`config.mk`:
```
export PLATFORM = sky130hd
export DESIGN_NAME = fatan_div
export DESIGN_NICKNAME = d
export VERILOG_FILES = /design/src/design/fatan_pkg.sv /design/src/design/fatan_div.sv
export SDC_FILE = /design/constraint.sdc
export NUM_CORES = 1
export LEC_CHECK = 0
export ABC_AREA = 1
export BUFFER_PORTS_ARGS = -buffer_cell sky130_fd_sc_hd__buf_4
export CELL_PAD_IN_SITES_DETAIL_PLACEMENT = 0
export CELL_PAD_IN_SITES_GLOBAL_PLACEMENT = 1
export CORE_MARGIN = 3
export CORE_UTILIZATION = 49
export DETAILED_ROUTE_END_ITERATION = 8
export PLACE_DENSITY = 0.92
export SLEW_MARGIN = 20
export SYNTH_ARGS = -nofsm -noshare
export SYNTH_HDL_FRONTEND = slang
export SYNTH_SLANG_ARGS = --single-unit
```
`constraint.sdc`:
```
create_clock -name clk -period 2.4 [get_ports clk]
set_clock_uncertainty 0.05 [all_clocks]
set_input_delay 0.48 -clock clk [delete_from_list [all_inputs] [get_ports clk]]
set_output_delay 0.48 -clock clk [all_outputs]
set_load 0.02 [all_outputs]
```
`src/design/fatan_pkg.sv`:
```
// Shared widths, Q30 constants, special-case codes and sideband type for the atan2 pipeline.
package fatan_pkg;

  localparam int COORD_WIDTH     = 16;
  localparam int ANGLE_FRAC_BITS = 13;
  localparam int ANGLE_W         = ANGLE_FRAC_BITS + 3;

  // Magnitudes of the coordinates; the most negative value still fits unsigned.
  localparam int MAG_W   = COORD_WIDTH;
  // Ratio z is Q1.15.
  localparam int Z_FRAC  = 15;
  localparam int Q_W     = Z_FRAC + 1;
  localparam int Z_W     = Z_FRAC + 2;
  localparam int Z2_W    = 2 * Z_FRAC + 1;
  // Dividend is (num << (Z_FRAC+1)) + den, divisor is 2*den.
  localparam int DVD_W   = MAG_W + Z_FRAC + 1;
  localparam int DVS_W   = MAG_W + 1;

  localparam int Q30_FRAC     = 30;
  localparam int ACC_W        = 32;
  localparam int P_W          = 34;
  localparam int HORNER_STEPS = 4;
  localparam int OUT_SHIFT    = Q30_FRAC - ANGLE_FRAC_BITS;

  localparam logic signed [P_W-1:0]   Q30_PI      = 34'sd3373259426;
  localparam logic signed [P_W-1:0]   Q30_HALF_PI = 34'sd1686629713;
  localparam logic signed [ACC_W-1:0] Q30_C9      = 32'sd22371518;

  // Term added after each Horner product, signs folded in.
  localparam logic signed [ACC_W-1:0] HORNER_ADD [HORNER_STEPS] = '{
    -32'sd91410863,
     32'sd193424926,
    -32'sd354656388,
     32'sd1073597943
  };

  // Special-case codes.
  localparam logic [2:0] SPEC_NONE  = 3'd0;
  localparam logic [2:0] SPEC_ZERO  = 3'd1;
  localparam logic [2:0] SPEC_PI    = 3'd2;
  localparam logic [2:0] SPEC_PHALF = 3'd3;
  localparam logic [2:0] SPEC_NHALF = 3'd4;

  typedef struct packed {
    logic       steep;
    logic       xneg;
    logic       yneg;
    logic       zneg;
    logic [2:0] spec;
  } side_t;

endpackage

```
`src/design/fatan_div.sv`:
```
// Pipelined restoring divider: one quotient bit per stage, sideband carried along.
module fatan_div (
  input  logic                        clk,
  input  logic                        rst,
  input  logic                        en,
  input  logic                        in_vld,
  input  logic [fatan_pkg::DVD_W-1:0] dividend,
  input  logic [fatan_pkg::DVS_W-1:0] divisor,
  input  fatan_pkg::side_t            side_in,
  output logic                        out_vld,
  output logic [fatan_pkg::Q_W-1:0]   quot,
  output fatan_pkg::side_t            side_out
);
  import fatan_pkg::*;

  localparam int REM_W = DVD_W + 1;

  logic             vld  [Q_W];
  logic [DVD_W-1:0] rem  [Q_W];
  logic [DVS_W-1:0] dvs  [Q_W];
  logic [Q_W-1:0]   q    [Q_W];
  side_t            side [Q_W];

  for (genvar i = 0; i < Q_W; i++) begin : g_stage
    localparam int BIT = Q_W - 1 - i;

    logic             vld_in;
    logic [DVD_W-1:0] rem_in;
    logic [DVS_W-1:0] dvs_in;
    logic [Q_W-1:0]   q_in;
    side_t            side_in_s;
    logic [REM_W-1:0] shifted;
    logic [REM_W-1:0] diff;
    logic             fits;

    if (i == 0) begin : g_first
      assign vld_in    = in_vld;
      assign rem_in    = dividend;
      assign dvs_in    = divisor;
      assign q_in      = '0;
      assign side_in_s = side_in;
    end else begin : g_next
      assign vld_in    = vld[i-1];
      assign rem_in    = rem[i-1];
      assign dvs_in    = dvs[i-1];
      assign q_in      = q[i-1];
      assign side_in_s = side[i-1];
    end

    assign shifted = REM_W'(dvs_in) << BIT;
    assign diff    = {1'b0, rem_in} - shifted;
    assign fits    = {1'b0, rem_in} >= shifted;

    always_ff @(posedge clk) begin
      if (rst) begin
        vld[i] <= 1'b0;
      end else if (en) begin
        vld[i] <= vld_in;
      end
    end

    always_ff @(posedge clk) begin
      if (en) begin
        rem[i]  <= fits ? diff[DVD_W-1:0] : rem_in;
        dvs[i]  <= dvs_in;
        q[i]    <= q_in | (fits ? (Q_W'(1) << BIT) : '0);
        side[i] <= side_in_s;
      end
    end
  end

  assign out_vld  = vld[Q_W-1];
  assign quot     = q[Q_W-1];
  assign side_out = side[Q_W-1];

endmodule

```
# After elaboration in Yosys (flattened, before gate mapping)
# Memories as Yosys holds them, arrays and structs flattened.
# Cells that the tools add are included.
# word_totals
wordCells,122
ramBits,1168
inputBits,60
regBits,0
out_inout_bits,24
mem_count,5
# memory_table
memory,depth,width,rd,rd_ports_with_merged_regs,write_ports,line_no,rtl
rem,16,32,15,0,16,fatan_div.sv:19,logic [DVD_W-1:0] rem [Q_W];
dvs,16,17,15,0,16,fatan_div.sv:20,logic [DVS_W-1:0] dvs [Q_W];
q,16,16,16,0,16,fatan_div.sv:21,logic [Q_W-1:0] q [Q_W];
side,16,7,16,0,16,fatan_div.sv:22,side_t side [Q_W];
vld,16,1,16,0,16,fatan_div.sv:18,logic vld [Q_W];
# op_classes
magnitude_cmp,16
bitwise_logic,31
muxes,54
add_sub_neg,16
# ops
op,n
2-to-1 mux 32 bit,16
greater-or-equal comparator 32 x 17 -> 1 bit,1
greater-or-equal comparator 32 x 18 -> 1 bit,1
greater-or-equal comparator 32 x 19 -> 1 bit,1
greater-or-equal comparator 32 x 20 -> 1 bit,1
greater-or-equal comparator 32 x 21 -> 1 bit,1
greater-or-equal comparator 32 x 22 -> 1 bit,1
greater-or-equal comparator 32 x 23 -> 1 bit,1
greater-or-equal comparator 32 x 24 -> 1 bit,1
greater-or-equal comparator 32 x 25 -> 1 bit,1
greater-or-equal comparator 32 x 26 -> 1 bit,1
greater-or-equal comparator 32 x 27 -> 1 bit,1
greater-or-equal comparator 32 x 28 -> 1 bit,1
greater-or-equal comparator 32 x 29 -> 1 bit,1
greater-or-equal comparator 32 x 30 -> 1 bit,1
greater-or-equal comparator 32 x 31 -> 1 bit,1
greater-or-equal comparator 32 bit,1
subtractor 32 x 17 -> 32 bit,1
subtractor 32 x 18 -> 32 bit,1
subtractor 32 x 19 -> 32 bit,1
subtractor 32 x 20 -> 32 bit,1
subtractor 32 x 21 -> 32 bit,1
subtractor 32 x 22 -> 32 bit,1
subtractor 32 x 23 -> 32 bit,1
41 further kinds,78

# Longest topological paths before layout
# Gate-level depths: netlist (run 1).
# depth
ltp_word,4
ltp_mapped,16
mapped_depth_nobuf,15

# Worst setup path before layout (run 1)
# OpenSTA, ideal clock, no wires.
# synth_timing
kind,input to register
start,input port dividend[15] (netlist bit)
end,memory rem[0][29] (netlist bit) (data pin)
t_required_ps,2097
t_arrival_ps,1908
path_stages,11
n_path_buf,0
setup_time_ps,253
setup_slack_ps,189
cell_sequence,inv_1 ha_1 fa_1 o21ai_0 nand2_1 nand2_1 nand2_1 nand2_1 nand2_1 nand3_1 nand2_1
# synth_lines
element,line_no,rtl
start: declaration,fatan_div.sv:7,"input logic [fatan_pkg::DVD_W-1:0] dividend,"
end: declaration,fatan_div.sv:19,

==> results of run 1 <==
## area by class of cell
class                   count  area, sq um  share of cell area (%)
repair buffers            583         4900                    7.17
well taps                1512         1890                    2.77
inverters                1166         4400                    6.45
flip-flops and latches    999        30000                    43.9
clock buffers             125         2870                    4.21
clock inverters            79          896                    1.31
multi-input cells        4506        23300                    34.2
## layer usage
layer / GRT usage, % / vias up
li1: - / 23000
met1: 33.8 / 21500
met2: 42.8 / 1540
met3: 3.05 / 297
met4: 8.13 / 0
met5: 0 / -
## layout by cell type (no fill, tap or decap), types with 19 or more instances in the layout
| cell | n |
|---|---|
| nand2_1 | 2375 |
| inv_1 | 1144 |
| edfxtp_1 | 999 |
| nor2_1 | 541 |
| buf_4 | 504 |
| nand3_1 | 368 |
| a21oi_1 | 246 |
| ha_1 | 212 |
| xor2_1 | 130 |
| clkbuf_16 | 113 |
| nand4_1 | 110 |
| o21ai_0 | 74 |
| nor3_1 | 56 |
| nand3b_1 | 49 |
| ha_4 | 41 |
| nand2_2 | 39 |
| dlygate4sd3_1 | 39 |
| a21oi_2 | 32 |
| nor2_2 | 32 |
| buf_12 | 30 |
| nand3_2 | 22 |
| xnor2_1 | 22 |
| ha_2 | 19 |
## worst max-delay path by stage
| stage | end | slack (ps) | cells past startpoint |
|---|---|---|---|
| global route | rem[1][87] | -30 | 14 |
| CTS | rem[0][240] | 7 | 11 |
| floorplan | rem[0][29] | 190 | 11 |
| detailed placement | rem[0][250] | -340 | 10 |
| finish | rem[0][153] | 60 | 12 |
| global placement | rem[0][255] | -330 | 10 |
## kinds of logic (layout without fill, tap and decap cells)
kind of cell | Yosys count | after routing | synth area share (%)
AO/OA/AOI/OAI | 407 | 407 | 3.76
XOR/XNOR | 152 | 152 | 2.34
adder cells (fa/ha/maj) | 287 | 287 | 6.51
buffers and inverters | 1218 | 1953 | 8.32
flip-flops | 999 | 999 | 52.8
AND/OR/NAND/NOR | 3655 | 3660 | 26.3
## worst max-delay path, stage by stage, from the launching register on
cell,delay (ps)
edfxtp_1,460
ha_2,230
fa_1,390
inv_1,100
nand3_1,80
nand3_2,120
nand2_1,70
nand2_1,100
nand3_2,110
nand2_1,90
nand2_1,50
nand3_1,90
nand2_1,120
## metrics by stage
step / power, mW / cell area [sq um] / utilization, %
floorplan: 43.5 / 56900 / -
global placement: 53.6 / 62500 / 54.4
detailed placement: 54.0 / 62500 / 54.4
CTS: 72.0 / 66800 / 58.2
global route: 78.5 / 68300 / 59.5
finish: 73.5 / 68300 / 59.5
## power by group through the flow
stage | clock [mW] | sequential, mW | combinational (mW)
global route | 18.6 | 26.4 | 33.5
global placement | 0 | 26.3 | 27.4
finish | 17.6 | 26.1 | 29.8
CTS | 17.9 | 26.0 | 28.1
floorplan | 0 | 25.0 | 18.6
detailed placement | 0 | 26.3 | 27.7
## timing repair
action                                 CTS  global route
buffers inserted                         7            41
gates resized for setup                 30           248
hold buffers                            39             0
gates cloned                             1             4
pin swaps                                1            30
setup endpoints to repair               94           337
endpoints found under the hold margin   39             0
## sequential cells by signal, summed over array words and instances, names as in the netlist
register / count
dvs: 255
q: 136
rem: 480
side: 112
vld: 16
==> out/results.ini, run 1 <==
[pwr]
intPower_mw = 45.3
irDropWorstVdd_mv = 0.604
p_clk_share_pct = 23.9
pwr-share-comb_pct = 40.5
leakage_nw = 31.7
p_switching_mw = 28.1
powerDensity_mw_per_mm2 = 1080
p_sw_share_pct = 38.3
seqPwrFrac_pct = 35.6

[synth]
synth-seq-cells = 999
yosys_warnings = 0
synth_area_leaders = edfxtp_1 (53%), nand2_1 (16%), inv_1 (7.6%)
synth_top_cell_by_area = edfxtp_1
ys.flop_type = edfxtp_1
postSynthAreaPerCell_sq_um = 8.46
synth.net_count = 7065
yosysUniqueCellTypes = 40
synth_most_common_cell = nand2_1
synth_commonest_cells = nand2_1 (2411), inv_1 (1155), edfxtp_1 (999)
synth_edf_count = 999
seq_area_frac_synth_pct = 52.8
yosysTopAreaCellShare_pct = 52.8
synthCells = 6718
syn_area_sq_mm = 0.0569
async_flop_share_pct = 0

[clocking]
clkLatencyLatePin_ps = 690
clock_path_buffers = 3
cts_num_sinks = 999
htree_levels = 3
clkTransAtPathRegs_ps = 60
cts-root-buf = clkbuf_16
numCtsBuffers = 110
cts_tree = yes

[drt]
wl_met3_microns = 10100
drc = 0
drtIter0Drc = 4116
wl_met2_microns = 73700
vias = 46300
drt-met1-wl_microns = 66400
drt_pre_antenna_iters = 6
drtAntennaViolNets = 0
top_layer = met4
wire_per_inst_microns = 17.3
via_per_inst = 5.16
routed_wl_microns = 155000

[final_layout]
instances_no_fill = 8970
area_growth_pct = 20.1
n_fill_cell = 9861
nets = 7713
drive_above_1_share_pct = 13.4
n_antenna_cell = 0

[floorplan]
rows = 124
start_util_pct = 49.5
io-pin-count = 84
die_area_sq_mm = 0.120
coreArea_sq_mm = 0.115
die_w_microns = 347
fp.dieH_microns = 347

[sta]
timing.final.ws_setup_ps = 63.0
hold_viol_final = 0
fmax_ghz = 0.428
whs_ps = 56.4
relSlewSlack_pct = 67.1
tightest_slew_ps = 492
fin_crit_sh_pct = 97.4
rsz0062_at_grt = true
setup-tns-final_ps = 0
slew_viol_final = 0
fin_crit_ps = 2340
setup_viol = 0

[setup_path]
start_kind = flop
critical_path.max_fanout = 4
regToRegSetupSlack_ps = 60
crit_arrival_ps = 2690
worst_r2r_endpoint = rem[0][153]
timing.rr.start = dvs[0][51]
r2r_cells = 12
startpoint = dvs[0][51]
crit_required_ps = 2750
worst_setup_path_end_kind = flop
timing.setup.critical_path_class = flop to flop

[placement]
gp_congestion = 0.969
place_ws_ps = -336
numPortBuffers = 83
hpwlAfterDp_microns = 120000
placed_cells = 8674

[global_route]
first_global_vias = 44300
antenna_found_initial = 1
grt_max_degree = 91
grt_first_pass_wirelength_microns = 240000
grt_remaining_overflow = 0
track_usage_pct = 25.2

[worst_hold_path]
worstHoldPathCells = 3
hp-start = in_vld
hold_path.class = input port to flop
holdPathEnd = vld[0][0]

[run]
cap_violations = 0

[outcome]
status = complete, no violations

Power figures use the tool's default switching activity.
==> run 2: changes to the inputs <==
==> constraint.sdc (replaced) <==
create_clock -name clk -period 2.4 [get_ports clk]
set_clock_uncertainty 0.05 [all_clocks]
set_input_delay 0.12 -clock clk [delete_from_list [all_inputs] [get_ports clk]]
set_output_delay 0.12 -clock clk [all_outputs]
set_load 0.02 [all_outputs]
==> run 2 against run 1 <==
Die area is the same; design area barely moved; highest routed layer unchanged; count of clock-buffer cells in the layout shrank 3; sequential share of layout area barely moved; register-to-register slack is essentially flat; combinational power up 1%; maximum frequency is essentially flat; largest power group unchanged.
==> out/results.ini, run 2 (synthesized netlist as in run 1, its figures left out) <==
[final_layout]
layout_common_cells = nand2_1 (2379), inv_1 (1146), edfxtp_1 (999)  ; was nand2_1 (2375), inv_1 (1144), edfxtp_1 (999)
area_growth_pct = 20.2  ; was 20.1%
final_util_pct = 59.5  ; about the same
fin_area_sq_mm = 0.0683  ; about the same
drive_above_1_share_pct = 13.0  ; was 13.4%
final_common_cell = nand2_1  ; unchanged
largestRegisters = rem: 480 flops, dvs: 255 flops, q: 136 flops  ; unchanged
top_register = rem  ; unchanged
n_antenna_cell = 0  ; unchanged
nets = 7735  ; was 7713
largest_reg_flops = 480  ; unchanged

[global_route]
use_met3_pct = 2.91  ; was 3.05%
grt_max_degree = 99  ; was 91
grtUsageMet1_pct = 34.0  ; was 33.8%
grt_first_pass_wirelength_microns = 239000  ; was 240000 microns
grt-busiest-layer = met2  ; unchanged
antenna_found_initial = 1  ; unchanged
first_global_vias = 44300  ; about the same
track_usage_pct = 25.2  ; about the same
use_met2_pct = 41.7  ; was 42.8%
grt_remaining_overflow = 0  ; unchanged

[worst_hold_path]
worstHoldPathCells = 2  ; was 3
hp-start = side_in[4]  ; was in_vld
hold_path.class = input port to flop  ; unchanged

[sta]
setup_viol = 0  ; unchanged
tightest_slew_ps = 556  ; was 492 ps
hold_viol_final = 0  ; unchanged
fin_crit_sh_pct = 97.4  ; about the same
setup-tns-final_ps = 0  ; unchanged
fin_crit_ps = 2340  ; about the same
whs_ps = 74.1  ; was 56.4 ps
rsz0062_at_grt = true  ; unchanged
relSlewSlack_pct = 62.9  ; was 67.1%
slew_viol_final = 0  ; unchanged
fmax_ghz = 0.428  ; about the same

[clocking]
cts-root-buf = clkbuf_16  ; unchanged
clock_path_buffers = 3  ; unchanged
clkTransAtPathRegs_ps = 60  ; about the same
cts_tree = yes  ; unchanged
clkLatencyLatePin_ps = 730  ; was 690 ps
cts_num_sinks = 999  ; unchanged
numCtsBuffers = 108  ; was 110
htree_levels = 3  ; unchanged

[pwr]
leakage_nw = 31.8  ; was 31.7 nW
powerDensity_mw_per_mm2 = 1080  ; about the same
finalPower_mw = 73.8  ; was 73.5 mW
irDropWorstVdd_mv = 0.691  ; was 0.604 mV

[setup_path]
crit_required_ps = 2790  ; was 2750 ps
cp.depth = 11  ; was 12
worst_setup_path_end_kind = flop  ; unchanged
worst-path-buf-inv = 3  ; was 1
timing.rr.start = rem[0][146]  ; was dvs[0][51]
start_kind = flop  ; unchanged
startpoint = rem[0][146]  ; was dvs[0][51]
cpLargestDelayFamily = flip-flops  ; was simple AND/OR/NAND/NOR gates
critical_path.max_fanout = 9  ; was 4
cp_common_cell = nand2_1  ; unchanged
r2r_cells = 11  ; was 12
timing.setup.critical_path_class = flop to flop  ; unchanged
crit_arrival_ps = 2730  ; was 2690 ps
path_cells = ha_1, nand2_2, inv_1, a21oi_2, nor2_1, o21ai_1, nand3_2, buf_6, buf_4, nand2_1, nand2_1  ; was ha_2, fa_1, inv_1, nand3_1, nand3_2, nand2_1, nand2_1, nand3_2, nand2_1, nand2_1, nand3_1, nand2_1
slowest_delay_ps = 490  ; was 460 ps
crit_slowest_cell = edfxtp_1  ; unchanged

[outcome]
status = complete, no violations  ; unchanged

[floorplan]
coreArea_sq_mm = 0.115  ; unchanged
die_w_microns = 347  ; unchanged
start_util_pct = 49.5  ; unchanged
io-pin-count = 84  ; unchanged
fp.dieH_microns = 347  ; unchanged
rows = 124  ; unchanged
die_area_sq_mm = 0.120  ; unchanged

[drt]
drt_pre_antenna_iters = 7  ; was 6
routed_wl_microns = 155000  ; about the same
drtIter0Drc = 4067  ; was 4116
drtAntennaViolNets = 0  ; unchanged
drc = 0  ; unchanged
wire_per_inst_microns = 17.2  ; was 17.3 microns
vias = 46300  ; about the same
via_per_inst = 5.15  ; was 5.16

[placement]
hpwlAfterDp_microns = 119000  ; was 120000 microns
numPortBuffers = 83  ; unchanged
place_area_sq_mm = 0.0623  ; was 0.0625 sq mm
gp_congestion = 0.953  ; was 0.969

[run]
cap_violations = 0  ; unchanged

run 2: final timing paths:
check | to | slack, ps
setup / recovery | rem[0][175] | 60
hold / removal | side[0][4] | 70
setup reg to reg | rem[0][175] | 60
hold reg to reg | q[1][8] | 360
run 2: per-layer routing:
| layer | vias to the layer above | wire [microns] |
|---|---|---|
| li1 | 23000 | - |
| met1 | 21500 | 66400 |
| met2 | 1506 | 72400 |
| met3 | 321 | 9830 |
| met4 | 0 | 6140 |
| met5 | - | 0 |
run 2: final cells by class:
class	instances	area [sq um]
fillers	9933	46500
flip-flops and latches	999	30000
multi-input cells	4505	23300
repair buffers	608	5020
inverters	1166	4390
clock buffers	122	2800
well taps	1512	1890
clock inverters	74	970
run 2: power by group:
part | total, mW | switching [mW] | internal [mW]
Combinational | 30.2 | 18.6 | 11.6
Clock | 17.6 | 7.11 | 10.5
Sequential | 26.1 | 2.50 | 23.6
run 2: what timing repair did:
action / in CTS / in global routing
resized for setup: 27 / 219
hold buffers: 59 / 0
setup endpoints to repair: 102 / 329
buffers inserted: 8 / 59
endpoints found under the hold margin: 104 / 0
gates cloned: 3 / 2
pin swaps: 3 / 25
run 2: stage by stage:
step                      worst slack [ps]  std cells
after floorplan                        202       6718
after global placement                -330       8659
after detailed placement              -407       8659
after CTS                            0.740       8925
after global routing                 -79.8       8986
final                                 61.3       8986
